File: src/design/pph_pkg.sv
// Shared types and constants for the polygon pick hit test.
package pph_pkg;

    // Default coordinate width (signed Q12.4).
    localparam int COORD_WIDTH_DEF = 16;

    // Configuration register indexes.
    localparam int CFG_INDEX_WIDTH = 3;
    localparam logic [CFG_INDEX_WIDTH-1:0] REG_RECT_MODE   = 3'd0;
    localparam logic [CFG_INDEX_WIDTH-1:0] REG_PICK_X      = 3'd1;
    localparam logic [CFG_INDEX_WIDTH-1:0] REG_PICK_Y      = 3'd2;
    localparam logic [CFG_INDEX_WIDTH-1:0] REG_RECT_HIGH_X = 3'd3;
    localparam logic [CFG_INDEX_WIDTH-1:0] REG_RECT_HIGH_Y = 3'd4;

    // Vertex counter saturates at three; fewer than two earlier vertices
    // on the final word means the polygon is degenerate.
    localparam int COUNT_WIDTH = 2;
    localparam logic [COUNT_WIDTH-1:0] COUNT_MAX        = 2'd3;
    localparam logic [COUNT_WIDTH-1:0] MIN_HIT_VERTICES = 2'd2;

    // Per-word control flags travelling down the pipe.
    typedef struct packed {
        logic last;      // final vertex of the polygon
        logic do_edge;   // edge from previous vertex is tested
        logic do_close;  // closing edge back to first vertex is tested
        logic degen;     // fewer than three vertices in the polygon
    } pph_flags_t;

    // Stage load enables for the edge sign units.
    typedef struct packed {
        logic load_b;
        logic load_c;
    } pph_adv_t;

endpackage

File: src/design/pph_vertex_track.sv
// Vertex tracking: first and previous vertex, count, and the input stage register.
module pph_vertex_track #(
    parameter int COORD_WIDTH = pph_pkg::COORD_WIDTH_DEF
) (
    input  logic                          clk,
    input  logic                          rst_n,
    input  logic                          take,
    input  logic                          load_a,
    input  logic signed [COORD_WIDTH-1:0] vertex_x,
    input  logic signed [COORD_WIDTH-1:0] vertex_y,
    input  logic                          last_vertex,
    output logic                          a_valid,
    output logic signed [COORD_WIDTH-1:0] cur_x,
    output logic signed [COORD_WIDTH-1:0] cur_y,
    output logic signed [COORD_WIDTH-1:0] prev_x,
    output logic signed [COORD_WIDTH-1:0] prev_y,
    output logic signed [COORD_WIDTH-1:0] first_x,
    output logic signed [COORD_WIDTH-1:0] first_y,
    output pph_pkg::pph_flags_t           flags
);

    logic [pph_pkg::COUNT_WIDTH-1:0] count_reg, count_next;
    logic signed [COORD_WIDTH-1:0]   first_x_reg, first_y_reg;
    logic signed [COORD_WIDTH-1:0]   prev_x_reg, prev_y_reg;
    logic signed [COORD_WIDTH-1:0]   a_cur_x_reg, a_cur_y_reg;
    logic signed [COORD_WIDTH-1:0]   a_prev_x_reg, a_prev_y_reg;
    logic signed [COORD_WIDTH-1:0]   a_first_x_reg, a_first_y_reg;
    pph_pkg::pph_flags_t             a_flags_reg, a_flags_next;
    logic                            a_valid_reg;
    logic                            first_word;

    assign first_word = (count_reg == '0);

    always_comb
    begin
        count_next = count_reg;
        if (last_vertex)
            count_next = '0;
        else if (count_reg < pph_pkg::COUNT_MAX)
            count_next = count_reg + 1'b1;
    end

    always_comb
    begin
        a_flags_next.last     = last_vertex;
        a_flags_next.do_edge  = !first_word;
        a_flags_next.do_close = last_vertex && !first_word;
        a_flags_next.degen    = count_reg < pph_pkg::MIN_HIT_VERTICES;
    end

    always_ff @(posedge clk or negedge rst_n)
    begin
        if (!rst_n)
        begin
            count_reg   <= '0;
            a_valid_reg <= 1'b0;
        end
        else
        begin
            if (take)
                count_reg <= count_next;
            if (load_a)
                a_valid_reg <= take;
        end
    end

    // payload: no reset, written before use
    always_ff @(posedge clk)
    begin
        if (take)
        begin
            if (first_word)
            begin
                first_x_reg <= vertex_x;
                first_y_reg <= vertex_y;
            end
            prev_x_reg    <= vertex_x;
            prev_y_reg    <= vertex_y;
            a_cur_x_reg   <= vertex_x;
            a_cur_y_reg   <= vertex_y;
            a_prev_x_reg  <= prev_x_reg;
            a_prev_y_reg  <= prev_y_reg;
            a_first_x_reg <= first_word ? vertex_x : first_x_reg;
            a_first_y_reg <= first_word ? vertex_y : first_y_reg;
            a_flags_reg   <= a_flags_next;
        end
    end

    assign a_valid = a_valid_reg;
    assign cur_x   = a_cur_x_reg;
    assign cur_y   = a_cur_y_reg;
    assign prev_x  = a_prev_x_reg;
    assign prev_y  = a_prev_y_reg;
    assign first_x = a_first_x_reg;
    assign first_y = a_first_y_reg;
    assign flags   = a_flags_reg;

endmodule

File: config.mk
export PLATFORM = sky130hd
export DESIGN_NAME = pph_vertex_track
export DESIGN_NICKNAME = d
export VERILOG_FILES = /design/src/design/pph_pkg.sv /design/src/design/pph_vertex_track.sv
export SDC_FILE = /design/constraint.sdc
export NUM_CORES = 1
export LEC_CHECK = 0
export BUFFER_PORTS_ARGS = -buffer_cell sky130_fd_sc_hd__buf_4
export CAP_MARGIN = 10
export CORE_ASPECT_RATIO = 1.4
export CORE_MARGIN = 5
export CORE_UTILIZATION = 46
export DETAILED_ROUTE_END_ITERATION = 16
export GPL_ROUTABILITY_DRIVEN = 0
export PLACE_DENSITY = 0.85
export SLEW_MARGIN = 20
export SYNTH_ARGS = -nofsm -noshare
export SYNTH_HDL_FRONTEND = slang
export SYNTH_SLANG_ARGS = --single-unit
export TNS_END_PERCENT = 10
File: constraint.sdc
create_clock -name clk -period 2 [get_ports clk]
set_input_delay 0.2 -clock clk [delete_from_list [all_inputs] [get_ports clk]]
set_output_delay 0.2 -clock clk [all_outputs]
set_load 0.01 [all_outputs]
==> results of run 1 <==
-- worst max-delay path, stage by stage, from the launching register on --
cell and delay, ps:
sky130_fd_sc_hd__dfrtp_1 410, sky130_fd_sc_hd__inv_1 100, sky130_fd_sc_hd__ha_1 190, sky130_fd_sc_hd__and2_2 350
sky130_fd_sc_hd__buf_12 220
-- synthesized netlist by cell type --
| cell type | instances |
|---|---|
| sky130_fd_sc_hd__edfxtp_1 | 100 |
| sky130_fd_sc_hd__inv_1 | 4 |
| sky130_fd_sc_hd__dfrtp_1 | 3 |
| sky130_fd_sc_hd__ha_1 | 2 |
| sky130_fd_sc_hd__a21o_1 | 1 |
| sky130_fd_sc_hd__a31oi_1 | 1 |
| sky130_fd_sc_hd__and2_1 | 1 |
| sky130_fd_sc_hd__and2_2 | 1 |
| sky130_fd_sc_hd__mux2_2 | 1 |
| sky130_fd_sc_hd__nor2b_1 | 1 |
| sky130_fd_sc_hd__nor4b_2 | 1 |
| sky130_fd_sc_hd__o21ai_0 | 1 |
| sky130_fd_sc_hd__o22ai_1 | 1 |
-- layout make-up --
type	instances	area (sq um)
Clock buffer	9	124
Clock inverter	7	63.8
Fill cell	496	2270
Inverter	4	15.0
Multi-Input combinational cell	11	96.3
Sequential cell	103	3080
Tap cell	95	119
Timing Repair Buffer	140	1080
-- power groups by stage --
stage / clock (mW) / sequential [mW] / combinational, mW
detailed placement: 0 / 2.72 / 0.576
floorplan: 0 / 2.81 / 0.0648
CTS: 1.25 / 2.68 / 0.578
global route: 1.35 / 2.69 / 0.602
finish: 1.22 / 2.67 / 0.566
global placement: 0 / 2.71 / 0.557
-- kinds of logic (layout without fill, tap and decap cells) --
| family | count (synthesis) | after routing |
|---|---|---|
| multiplexers | 1 | 1 |
| AO/OA/AOI/OAI | 4 | 4 |
| adder cells (fa/ha/maj) | 2 | 2 |
| buffers and inverters | 4 | 160 |
| flip-flops | 103 | 103 |
| AND/OR/NAND/NOR | 4 | 4 |
-- per-stage QoR --
stage          total power, mW  cells  worst slack (ps)  utilization [%]  cell area, sq um
6_report                  4.46    369               432             66.8              4570
5_1_grt                   4.64    369               353             66.8              4570
4_1_cts                   4.50    369               423             66.8              4570
3_5_place_dp              3.30    352               440             63.9              4380
3_3_place_gp              3.27    352               490             63.9              4380
2_1_floorplan             2.87    118               508                -              3190
-- per-layer routing --
layer  routed length (microns)  vias up
li1                          -      769
met1                      2240      836
met2                      3640       82
met5                         0        -
met3                       454       24
met4                       344        0
-- timing repair --
action,CTS,global route
gates resized for setup,0,0
hold buffers,1,0
buffers inserted,0,0
endpoints found under the setup margin,0,0
endpoints found under the hold margin,3,0
-- path summary, 6_finish.rpt --
path                                   start           end  slack (ps)  depth (start not counted)
worst max-delay path            count_reg[1]   first_x[11]         430                          4
worst min-delay path             vertex_y[9]      cur_y[9]          20                          1
worst max register to register  count_reg[1]   first_x[11]         430                          4
worst min register to register      cur_y[3]     prev_y[3]         460                          0
max in group asynchronous              rst_n  count_reg[0]        1750                          2
min in group asynchronous              rst_n  count_reg[1]         160                          2
==> metrics.txt, run 1 <==
# TYPE chip_impl_metric gauge
chip_impl_metric{name="pwr-share-comb",unit="%"} 12.7
chip_impl_metric{name="worst_slew_margin_rel",unit="%"} 75.3
chip_impl_metric{name="synth-compound-area-share",unit="%"} 0.785
chip_impl_metric{name="vias_per_cell",unit=""} 4.64
chip_impl_metric{name="drcViolationCount",unit=""} 0
chip_impl_metric{name="vias",unit=""} 1711
chip_impl_metric{name="finalWorstPathRequiredPeriod",unit="ps"} 1570
chip_impl_info{name="endpoint_kind",value="flip-flop"} 1
chip_impl_metric{name="yosysSeqAreaShare",unit="%"} 96.5
chip_impl_metric{name="grt.overflow.total",unit=""} 0
chip_impl_metric{name="die_area",unit="sq um"} 8720
chip_impl_info{name="synth_largest_area_cell",value="sky130_fd_sc_hd__edfxtp_1"} 1
chip_impl_metric{name="max-clock-path-buffers",unit=""} 2
chip_impl_metric{name="drt_wl_total",unit="mm"} 6.69
chip_impl_metric{name="syn_nets",unit=""} 157
chip_impl_metric{name="avgSynthCellArea",unit="sq um"} 27.0
chip_impl_metric{name="post_synth_instance_area",unit="sq um"} 3190
chip_impl_info{name="yosys-top-cells-area",value="sky130_fd_sc_hd__edfxtp_1, sky130_fd_sc_hd__dfrtp_1, sky130_fd_sc_hd__ha_1, sky130_fd_sc_hd__inv_1, sky130_fd_sc_hd__nor4b_2"} 1
chip_impl_metric{name="dr.pass1.iters",unit=""} 4
chip_impl_metric{name="syn-instance-count",unit=""} 118
chip_impl_info{name="critPathLaunchType",value="flip-flop"} 1
chip_impl_metric{name="numClockSinks",unit=""} 103
chip_impl_metric{name="die_span_in_y",unit="microns"} 109
chip_impl_metric{name="timing.hold.ws",unit="ps"} 21.9
chip_impl_info{name="root_buffer",value="sky130_fd_sc_hd__clkbuf_8"} 1
chip_impl_metric{name="placeableCoreArea",unit="sq um"} 6850
chip_impl_metric{name="tightestPinTransition",unit="ps"} 370
chip_impl_metric{name="power.share.sequential",unit="%"} 60.0
chip_impl_metric{name="drive_above_1_share",unit="%"} 57.3
chip_impl_metric{name="final-hold-violation-count",unit=""} 0
chip_impl_info{name="criticalPathCategory",value="reg2reg"} 1
chip_impl_info{name="outcome",value="complete, no violations"} 1
chip_impl_metric{name="via_count_of_the_first_global_routing_pass",unit=""} 1757
chip_impl_metric{name="max_freq",unit="GHz"} 0.638
chip_impl_metric{name="setup_viol",unit=""} 0
chip_impl_metric{name="cp.required",unit="ps"} 2060
chip_impl_metric{name="drv.max_cap_violation_count",unit=""} 0
chip_impl_metric{name="final.period_utilization",unit="%"} 78.4
chip_impl_metric{name="port_buffers",unit=""} 137
chip_impl_metric{name="drt.antenna.violating_nets",unit=""} 0
chip_impl_metric{name="critPathArrivalTime",unit="ps"} 1630
chip_impl_metric{name="cts_buffers",unit=""} 9
chip_impl_metric{name="place.detailed.hpwl",unit="mm"} 4.96
chip_impl_metric{name="final_max_slew_viol_count",unit=""} 0
chip_impl_metric{name="synth-simple-area-share",unit="%"} 1.10
chip_impl_metric{name="grt_pass1_wl",unit="mm"} 9.60
chip_impl_metric{name="global_route.usage.total",unit="%"} 15.6
chip_impl_info{name="synth_top_family_by_area",value="simple AND/OR/NAND/NOR gates"} 1
chip_impl_info{name="global_route.peak_usage_layer",value="met2"} 1
chip_impl_metric{name="ys_warn_count",unit=""} 0
chip_impl_metric{name="use_met1",unit="%"} 16.1
chip_impl_metric{name="synth.area.mux_share",unit="%"} 0.353
chip_impl_metric{name="synth_xor_xnor_area_share",unit="%"} 0
chip_impl_info{name="layout.cells.most_common",value="sky130_fd_sc_hd__buf_4"} 1
chip_impl_metric{name="total_leakage_power",unit="nW"} 1.83
chip_impl_metric{name="irDropWorstVdd",unit="mV"} 0.485
chip_impl_metric{name="power_per_cell_area",unit="nW/um^2"} 974
chip_impl_metric{name="netSwitchingPower",unit="mW"} 1.01
chip_impl_metric{name="antenna-diode-count",unit=""} 0
chip_impl_metric{name="largest_net_degree_at_the_start_of_global_routing",unit=""} 74
chip_impl_metric{name="post_synth_num_cell_types",unit=""} 13
chip_impl_metric{name="drt-initial-drc-count",unit=""} 151
chip_impl_metric{name="met2_usage",unit="%"} 26.5
chip_impl_metric{name="io_pins",unit=""} 138
chip_impl_metric{name="worst-path-max-fanout",unit=""} 21
chip_impl_metric{name="synth_top_area_share",unit="%"} 94.2
chip_impl_metric{name="setup_total_negative_slack",unit="ps"} 0
chip_impl_metric{name="antenna_found_initial",unit=""} 0
chip_impl_metric{name="skew",unit="ps"} 6.78
chip_impl_metric{name="clk-insertion-delay-late",unit="ps"} 350
chip_impl_metric{name="synth_fa_ha_area_share",unit="%"} 0.785
chip_impl_info{name="rsz0062_at_grt",value="false"} 1
chip_impl_metric{name="rows",unit=""} 36
chip_impl_metric{name="synth-seq-cells",unit=""} 103
chip_impl_metric{name="detail_routed_net_length_per_standard_cell",unit="microns"} 18.1
chip_impl_metric{name="final_nets",unit=""} 308
chip_impl_info{name="mostFrequentLayoutCells",value="sky130_fd_sc_hd__buf_4, sky130_fd_sc_hd__edfxtp_1, sky130_fd_sc_hd__clkbuf_8"} 1
chip_impl_info{name="hp-class",value="in2reg"} 1
chip_impl_metric{name="clkSlewWorstSetupHoldPaths",unit="ps"} 90
chip_impl_metric{name="p_int",unit="mW"} 3.45
chip_impl_metric{name="met3_usage",unit="%"} 4.08
chip_impl_info{name="cts_tree",value="yes"} 1
chip_impl_metric{name="die-width",unit="microns"} 80.4
chip_impl_metric{name="share_clk_of_total_power",unit="%"} 27.3
chip_impl_metric{name="htree_levels",unit=""} 3
chip_impl_metric{name="p_sw_share",unit="%"} 22.5
chip_impl_metric{name="syn2layout_area_growth",unit="%"} 43.4
chip_impl_metric{name="start_util",unit="%"} 46.6
No activity file was read; power rests on OpenSTA's default activity.
==> run 2, diff against run 1 <==
clock period = 1.48 ns   (was 2 ns; I/O delays follow)
==> run 2 against run 1 <==
Compared with the run above:
- combinational power is 55% higher
- count of clock-buffer cells in the layout is 4 higher
- clock skew hardly changed
- maximum frequency is 13% higher
- cell count is 9.5% higher
- first-iteration DRC count is 26% lower
- total power is 32% higher
- critical path depth stayed put
==> metrics.txt, run 2 (synthesis results as in run 1) <==
# TYPE chip_impl_metric gauge
chip_impl_info{name="outcome",value="complete, no violations"} 1
chip_impl_metric{name="clkSlewWorstSetupHoldPaths",unit="ps"} 80
chip_impl_metric{name="share_clk_of_total_power",unit="%"} 23.7
chip_impl_metric{name="global_route.usage.total",unit="%"} 17.5
chip_impl_metric{name="drt-initial-drc-count",unit=""} 111
chip_impl_info{name="whs_endpoint",value="a_valid"} 1
chip_impl_metric{name="irDropWorstVdd",unit="mV"} 0.592
chip_impl_metric{name="p_sw_share",unit="%"} 22.2
chip_impl_metric{name="cts_buffers",unit=""} 9
chip_impl_info{name="critical-path-slowest-cell",value="sky130_fd_sc_hd__dfrtp_1"} 1
chip_impl_metric{name="via_count_of_the_first_global_routing_pass",unit=""} 1979
chip_impl_metric{name="final_nets",unit=""} 344
chip_impl_metric{name="setup_viol",unit=""} 0
chip_impl_metric{name="drv.max_cap_violation_count",unit=""} 0
chip_impl_metric{name="max-clock-path-buffers",unit=""} 2
chip_impl_metric{name="whs_path_depth",unit=""} 2
chip_impl_metric{name="tightestPinTransition",unit="ps"} 287
chip_impl_metric{name="final-hold-violation-count",unit=""} 0
chip_impl_info{name="global_route.peak_usage_layer",value="met2"} 1
chip_impl_metric{name="die_span_in_y",unit="microns"} 109
chip_impl_metric{name="antenna_found_initial",unit=""} 0
chip_impl_metric{name="met2_usage",unit="%"} 30.8
chip_impl_metric{name="p_int",unit="mW"} 4.58
chip_impl_metric{name="worst-path-max-fanout",unit=""} 12
chip_impl_metric{name="max_freq",unit="GHz"} 0.724
chip_impl_metric{name="cp.required",unit="ps"} 1550
chip_impl_metric{name="setup_total_negative_slack",unit="ps"} 0
chip_impl_metric{name="grt_pass1_wl",unit="mm"} 10.7
chip_impl_metric{name="finalPower",unit="mW"} 5.89
chip_impl_metric{name="skew",unit="ps"} 6.98
chip_impl_metric{name="drt_wl_total",unit="mm"} 7.10
chip_impl_metric{name="io_pins",unit=""} 138
chip_impl_info{name="regToRegStartpoint",value="count_reg[1]"} 1
chip_impl_info{name="timing.critical_path.cells",value="inv_1 > ha_1 > and2_4 > buf_12"} 1
chip_impl_metric{name="met3_usage",unit="%"} 5.08
chip_impl_metric{name="vias_per_cell",unit=""} 4.48
chip_impl_metric{name="grt.overflow.total",unit=""} 0
chip_impl_metric{name="syn2layout_area_growth",unit="%"} 53.7
chip_impl_metric{name="drcViolationCount",unit=""} 0
chip_impl_metric{name="post_cts_buffers",unit=""} 0
chip_impl_metric{name="final.period_utilization",unit="%"} 93.4
chip_impl_metric{name="netSwitchingPower",unit="mW"} 1.31
chip_impl_metric{name="detail_routed_net_length_per_standard_cell",unit="microns"} 17.6
chip_impl_metric{name="vias",unit=""} 1810
chip_impl_metric{name="total_leakage_power",unit="nW"} 1.97
chip_impl_metric{name="placeableCoreArea",unit="sq um"} 6850
chip_impl_info{name="hp-class",value="in2reg"} 1
chip_impl_metric{name="largest_net_degree_at_the_start_of_global_routing",unit=""} 34
chip_impl_metric{name="power.share.sequential",unit="%"} 61.3
chip_impl_info{name="root_buffer",value="sky130_fd_sc_hd__clkbuf_8"} 1
chip_impl_info{name="endpoint_kind",value="flip-flop"} 1
chip_impl_metric{name="power_per_cell_area",unit="nW/um^2"} 1200
chip_impl_info{name="cts_tree",value="yes"} 1
chip_impl_metric{name="place.detailed.hpwl",unit="mm"} 5.17
chip_impl_metric{name="htree_levels",unit=""} 3
chip_impl_metric{name="die_area",unit="sq um"} 8720
chip_impl_metric{name="ff2ff_setup_slack",unit="ps"} 100
chip_impl_metric{name="pwr-share-comb",unit="%"} 14.9
chip_impl_metric{name="die-width",unit="microns"} 80.4
chip_impl_metric{name="clk-insertion-delay-late",unit="ps"} 360
chip_impl_metric{name="port_buffers",unit=""} 137
chip_impl_info{name="layout.cells.most_common",value="sky130_fd_sc_hd__buf_4"} 1
chip_impl_metric{name="rows",unit=""} 36
chip_impl_metric{name="antenna-diode-count",unit=""} 0
chip_impl_info{name="critPathLaunchType",value="flip-flop"} 1
chip_impl_metric{name="start_util",unit="%"} 46.6
chip_impl_info{name="hold_start",value="load_a"} 1
chip_impl_metric{name="max_stage_delay",unit="ps"} 400
chip_impl_metric{name="dr.pass1.iters",unit=""} 4
chip_impl_info{name="criticalPathCategory",value="reg2reg"} 1
chip_impl_metric{name="numClockSinks",unit=""} 103
chip_impl_metric{name="finish.cell_count_without_fillers",unit=""} 404
chip_impl_metric{name="finalWorstPathRequiredPeriod",unit="ps"} 1380
chip_impl_metric{name="final_max_slew_viol_count",unit=""} 0
chip_impl_info{name="rr_endpoint",value="first_x[12]"} 1
chip_impl_metric{name="worst_slew_margin_rel",unit="%"} 80.9
chip_impl_info{name="rsz0062_at_grt",value="false"} 1
chip_impl_metric{name="drt.antenna.violating_nets",unit=""} 0
chip_impl_metric{name="ff2ff_path_depth",unit=""} 4
chip_impl_metric{name="drive_above_1_share",unit="%"} 50.2
chip_impl_metric{name="placed_cells_incl_taps",unit=""} 355
chip_impl_info{name="mostFrequentLayoutCells",value="sky130_fd_sc_hd__buf_4, sky130_fd_sc_hd__edfxtp_1, sky130_fd_sc_hd__dlygate4sd3_1"} 1
chip_impl_metric{name="critPathArrivalTime",unit="ps"} 1450
chip_impl_metric{name="use_met1",unit="%"} 17.1
[run 2: changes by cell type in the layout (fill, tap and decap cells not counted)]
cell	previous run	this run
sky130_fd_sc_hd__buf_12	2	3
sky130_fd_sc_hd__bufinv_16	1	0
sky130_fd_sc_hd__dlygate4sd3_1	1	34
sky130_fd_sc_hd__clkbuf_1	0	4
sky130_fd_sc_hd__clkinv_2	3	1
sky130_fd_sc_hd__and2_4	0	1
sky130_fd_sc_hd__buf_4	137	139
sky130_fd_sc_hd__and2_2	1	0
sky130_fd_sc_hd__clkinvlp_4	2	0
[run 2: layout make-up]
class	instances	area [sq um]
inverters	4	15.0
multi-input cells	11	97.6
clock inverters	2	8.76
clock buffers	13	139
flip-flops and latches	103	3080
repair buffers	176	1440
fillers	429	1950
well taps	95	119
[run 2: routing by layer]
metal / share of wire (%) / vias up
li1: - / 838
met1: 32 / 866
met2: 57 / 82
met3: 5.5 / 24
met4: 5.0 / 0
met5: 0 / -
[run 2: worst max path at each step]
stage	endpoint	slack (ps)	startpoint	depth (start not counted)
after detailed placement	first_x[10]	100	count_reg[1]	4
after global placement	first_y[1]	150	count_reg[0]	4
after floorplan	first_x[0]	170	count_reg[0]	3
after global routing	first_x[11]	20	count_reg[1]	4
after CTS	first_y[11]	90	count_reg[1]	4
final	first_x[12]	100	count_reg[1]	4
[run 2: critical path: cells and delay by family, from the launching register on]
kind / cells / cell delay, ps
fa+ha+maj: 1 / 190
buf+inv: 2 / 270
flops: 1 / 400
simple gates: 1 / 240
[run 2: through the flow]
stage / util, % / instance area [sq um] / worst slack, ps / hold slack (ps)
floorplan: - / 3190 / 172 / -148
global placement: 64.5 / 4410 / 155 / -63.0
detailed placement: 64.5 / 4410 / 104 / -58.4
CTS: 71.6 / 4900 / 85.4 / 9.84
global route: 71.6 / 4900 / 16.8 / 13.7
finish: 71.6 / 4900 / 98.4 / 34.4
[run 2: power by group through the flow]
stage / logic, mW / clock network (mW) / registers (mW)
2_1_floorplan: 0.0916 / 0 / 3.79
3_3_place_gp: 0.789 / 0 / 3.66
3_5_place_dp: 0.817 / 0 / 3.68
4_1_cts: 0.892 / 1.44 / 3.61
5_1_grt: 0.938 / 1.58 / 3.64
6_report: 0.879 / 1.40 / 3.61
[run 2: repair_timing]
action | 4_1_cts | 5_1_grt
hold buffers | 34 | 0
resized for setup | 0 | 0
endpoints found under the hold margin | 69 | 0
==> run 3, diff against run 2 <==
ABC_AREA = 1   (was not set)
CORE_ASPECT_RATIO = 0.5   (was 1.4)
==> run 3 against run 2 <==
Compared with the run above:
- maximum frequency down 0.24%
- global-route usage up 3.2 points
- total power up 12%
- setup slack worse by 3.3 ps
- die area up 0.86%
- utilization up 2.8 points
- design area up 1.7%
- wire length up 25%
- synthesized cell count up 5.9%
- combinational power down 2.4%
- sequential cell count unchanged
==> metrics.txt, run 3 <==
# TYPE chip_impl_metric gauge
chip_impl_info{name="outcome",value="complete, no violations"} 1
chip_impl_metric{name="drive_above_1_share",unit="%"} 50.3
chip_impl_metric{name="drcViolationCount",unit=""} 0
chip_impl_metric{name="vias",unit=""} 1916
chip_impl_info{name="cp-startpoint",value="count_reg[1]"} 1
chip_impl_metric{name="max_stage_delay",unit="ps"} 410
chip_impl_metric{name="vias_per_cell",unit=""} 4.71
chip_impl_metric{name="grt.overflow.total",unit=""} 0
chip_impl_metric{name="global_route.usage.total",unit="%"} 20.7
chip_impl_metric{name="skew",unit="ps"} 14.2
chip_impl_metric{name="drt-initial-drc-count",unit=""} 213
chip_impl_metric{name="cts_resized",unit=""} 0
chip_impl_metric{name="setup_viol",unit=""} 0
chip_impl_metric{name="tightestPinTransition",unit="ps"} 481
chip_impl_info{name="root_buffer",value="sky130_fd_sc_hd__clkbuf_16"} 1
chip_impl_info{name="layout.cells.most_common",value="sky130_fd_sc_hd__buf_4"} 1
chip_impl_metric{name="finalCoreUtilization",unit="%"} 74.4
chip_impl_metric{name="final_nets",unit=""} 349
chip_impl_metric{name="share_clk_of_total_power",unit="%"} 32.3
chip_impl_metric{name="irDropWorstVdd",unit="mV"} 0.890
chip_impl_metric{name="detail_routed_net_length_per_standard_cell",unit="microns"} 21.8
chip_impl_metric{name="placeableCoreArea",unit="sq um"} 6700
chip_impl_metric{name="final-hold-violation-count",unit=""} 0
chip_impl_metric{name="via_count_of_the_first_global_routing_pass",unit=""} 2028
chip_impl_metric{name="critPathArrivalTime",unit="ps"} 1440
chip_impl_metric{name="p_int",unit="mW"} 5.07
chip_impl_metric{name="rows",unit=""} 21
chip_impl_metric{name="numClockSinks",unit=""} 103
chip_impl_info{name="regToRegStartpoint",value="count_reg[1]"} 1
chip_impl_metric{name="total_leakage_power",unit="nW"} 2.02
chip_impl_info{name="criticalPathCategory",value="reg2reg"} 1
chip_impl_metric{name="drv.max_cap_violation_count",unit=""} 0
chip_impl_metric{name="power_per_cell_area",unit="nW/um^2"} 1330
chip_impl_metric{name="synth-seq-cells",unit=""} 103
chip_impl_metric{name="syn_nets",unit=""} 164
chip_impl_metric{name="netSwitchingPower",unit="mW"} 1.55
chip_impl_metric{name="die-width",unit="microns"} 128
chip_impl_metric{name="worst-path-max-fanout",unit=""} 18
chip_impl_metric{name="die_area",unit="sq um"} 8800
chip_impl_metric{name="clk-insertion-delay-late",unit="ps"} 350
chip_impl_metric{name="final_max_slew_viol_count",unit=""} 0
chip_impl_metric{name="timing.hold.ws",unit="ps"} 9.72
chip_impl_metric{name="place.detailed.hpwl",unit="mm"} 5.45
chip_impl_metric{name="finalPower",unit="mW"} 6.62
chip_impl_metric{name="fill_cells",unit=""} 367
chip_impl_metric{name="cp.required",unit="ps"} 1530
chip_impl_metric{name="synth_top_area_share",unit="%"} 94.2
chip_impl_metric{name="post_synth_instance_area",unit="sq um"} 3190
chip_impl_info{name="critical-path-slowest-cell",value="sky130_fd_sc_hd__dfrtp_1"} 1
chip_impl_metric{name="setup_total_negative_slack",unit="ps"} 0
chip_impl_metric{name="largest_net_degree_at_the_start_of_global_routing",unit=""} 37
chip_impl_info{name="endpoint_kind",value="flip-flop"} 1
chip_impl_info{name="netlist_top_cells_count",value="sky130_fd_sc_hd__edfxtp_1, sky130_fd_sc_hd__inv_1, sky130_fd_sc_hd__nand2_1, sky130_fd_sc_hd__dfrtp_1"} 1
chip_impl_metric{name="drt.antenna.violating_nets",unit=""} 0
chip_impl_info{name="yosys_most_used_dff",value="sky130_fd_sc_hd__edfxtp_1"} 1
chip_impl_metric{name="finalWorstPathRequiredPeriod",unit="ps"} 1380
chip_impl_info{name="critPathLaunchType",value="flip-flop"} 1
chip_impl_metric{name="io_pins",unit=""} 138
chip_impl_metric{name="worst_slew_margin_rel",unit="%"} 67.9
chip_impl_info{name="synth.most_common_cell",value="sky130_fd_sc_hd__edfxtp_1"} 1
chip_impl_metric{name="ctsHoldBuffers",unit=""} 33
chip_impl_metric{name="p_sw_share",unit="%"} 23.4
chip_impl_metric{name="final.period_utilization",unit="%"} 93.6
chip_impl_metric{name="htree_levels",unit=""} 3
chip_impl_info{name="hp-class",value="in2reg"} 1
chip_impl_metric{name="grt_pass1_wl",unit="mm"} 12.5
chip_impl_metric{name="ys_async_sr_fraction",unit="%"} 2.91
chip_impl_metric{name="syn-instance-count",unit=""} 125
chip_impl_metric{name="post_cts_buffers",unit=""} 0
chip_impl_info{name="yosys-top-cells-area",value="sky130_fd_sc_hd__edfxtp_1, sky130_fd_sc_hd__dfrtp_1, sky130_fd_sc_hd__ha_1, sky130_fd_sc_hd__inv_1, sky130_fd_sc_hd__nand2_1"} 1
chip_impl_metric{name="power.share.sequential",unit="%"} 54.8
chip_impl_metric{name="max_freq",unit="GHz"} 0.722
chip_impl_metric{name="ys_warn_count",unit=""} 0
chip_impl_metric{name="die_span_in_y",unit="microns"} 68.9
chip_impl_metric{name="post_synth_num_cell_types",unit=""} 11
chip_impl_info{name="cts_tree",value="yes"} 1
chip_impl_metric{name="port_buffers",unit=""} 137
chip_impl_metric{name="antenna_found_initial",unit=""} 0
chip_impl_metric{name="pwr-share-comb",unit="%"} 13.0
chip_impl_info{name="hold_start",value="last_vertex"} 1
chip_impl_info{name="rsz0062_at_grt",value="false"} 1
chip_impl_metric{name="yosysSeqAreaShare",unit="%"} 96.5
chip_impl_info{name="mostFrequentLayoutCells",value="sky130_fd_sc_hd__buf_4, sky130_fd_sc_hd__edfxtp_1, sky130_fd_sc_hd__dlygate4sd3_1"} 1
chip_impl_metric{name="max-clock-path-buffers",unit=""} 2
chip_impl_metric{name="dr.pass1.iters",unit=""} 4
chip_impl_info{name="timing.critical_path.cells",value="inv_1 > ha_2 > nand2_2 > clkinvlp_4 > buf_12"} 1
chip_impl_metric{name="drt_wl_total",unit="mm"} 8.87
chip_impl_metric{name="clkSlewWorstSetupHoldPaths",unit="ps"} 60
chip_impl_metric{name="cts_buffers",unit=""} 9
chip_impl_metric{name="post_synth_edffs",unit=""} 100
chip_impl_metric{name="syn2layout_area_growth",unit="%"} 56.4
chip_impl_info{name="synth_largest_area_cell",value="sky130_fd_sc_hd__edfxtp_1"} 1
chip_impl_metric{name="start_util",unit="%"} 47.6
chip_impl_metric{name="avgSynthCellArea",unit="sq um"} 25.5
-- run 3: cell count changes after synthesis, moves of 2 or more --
cell / delta
sky130_fd_sc_hd__nor2_1: +2
sky130_fd_sc_hd__nand2_2: +2
sky130_fd_sc_hd__nand2_1: +6
sky130_fd_sc_hd__inv_1: +2
-- run 3: cells by family (layout without fill, tap and decap cells) --
kind of cell / after synthesis / in the layout / share of synthesized area, %
AO/OA/AOI/OAI: 1 / 1 / 0.157
adder cells (fa/ha/maj): 2 / 2 / 0.785
buffers and inverters: 7 / 196 / 0.824
flip-flops: 103 / 103 / 96.5
other: 0 / 1 / 0
AND/OR/NAND/NOR: 12 / 12 / 1.69
-- run 3: worst max-delay path: cells and delay by family (launching register included) --
family	cells	cell delay (ps)
simple gates	1	70
flops	1	410
buf+inv	3	390
fa+ha+maj	1	210
-- run 3: cell type report --
type / instances / area (sq um) / share of cell area (%)
Clock inverter: 4 / 23.8 / 0.477
Clock buffer: 11 / 233 / 4.67
Tap cell: 92 / 115 / 2.31
Timing Repair Buffer: 174 / 1410 / 28.4
Antenna cell: 1 / 2.50 / 0.0502
Sequential cell: 103 / 3080 / 61.7
Multi-Input combinational cell: 15 / 88.8 / 1.78
Inverter: 7 / 30.0 / 0.602
-- run 3: metrics by stage --
| stage | worst slack, ps | instance area, sq um | instances |
|---|---|---|---|
| finish | 95.0 | 4980 | 407 |
| global route | 34.3 | 4980 | 406 |
| CTS | 142 | 4980 | 406 |
| detailed placement | 152 | 4400 | 358 |
| global placement | 208 | 4400 | 358 |
| floorplan | 8.51 | 3200 | 125 |
-- run 3: power groups by stage --
stage                     combinational [mW]  sequential (mW)  clock (mW)
after global routing                   0.904             3.64        2.29
after global placement                 0.737             3.65           0
after CTS                              0.854             3.61        2.08
final                                  0.858             3.62        2.14
after detailed placement               0.775             3.67           0
after floorplan                       0.0832             3.77           0
-- run 3: layer usage --
metal  vias to the layer above  GRT usage [%]  share of wire [%]
met5                         -              0                  0
met4                         0           9.26                2.5
met3                        20           8.31                6.6
met2                        91           36.0                 54
met1                       953           23.2                 36
li1                        852              -                  -
-- run 3: final timing paths --
path                                 to  slack [ps]  depth (start not counted)
max                          first_y[4]         100                          5
min                            flags[3]          10                          1
max reg2reg                  first_y[4]         100                          5
min reg2reg                  prev_y[10]         450                          0
max in group asynchronous  count_reg[1]        1260                          2
min in group asynchronous       a_valid         110                          2
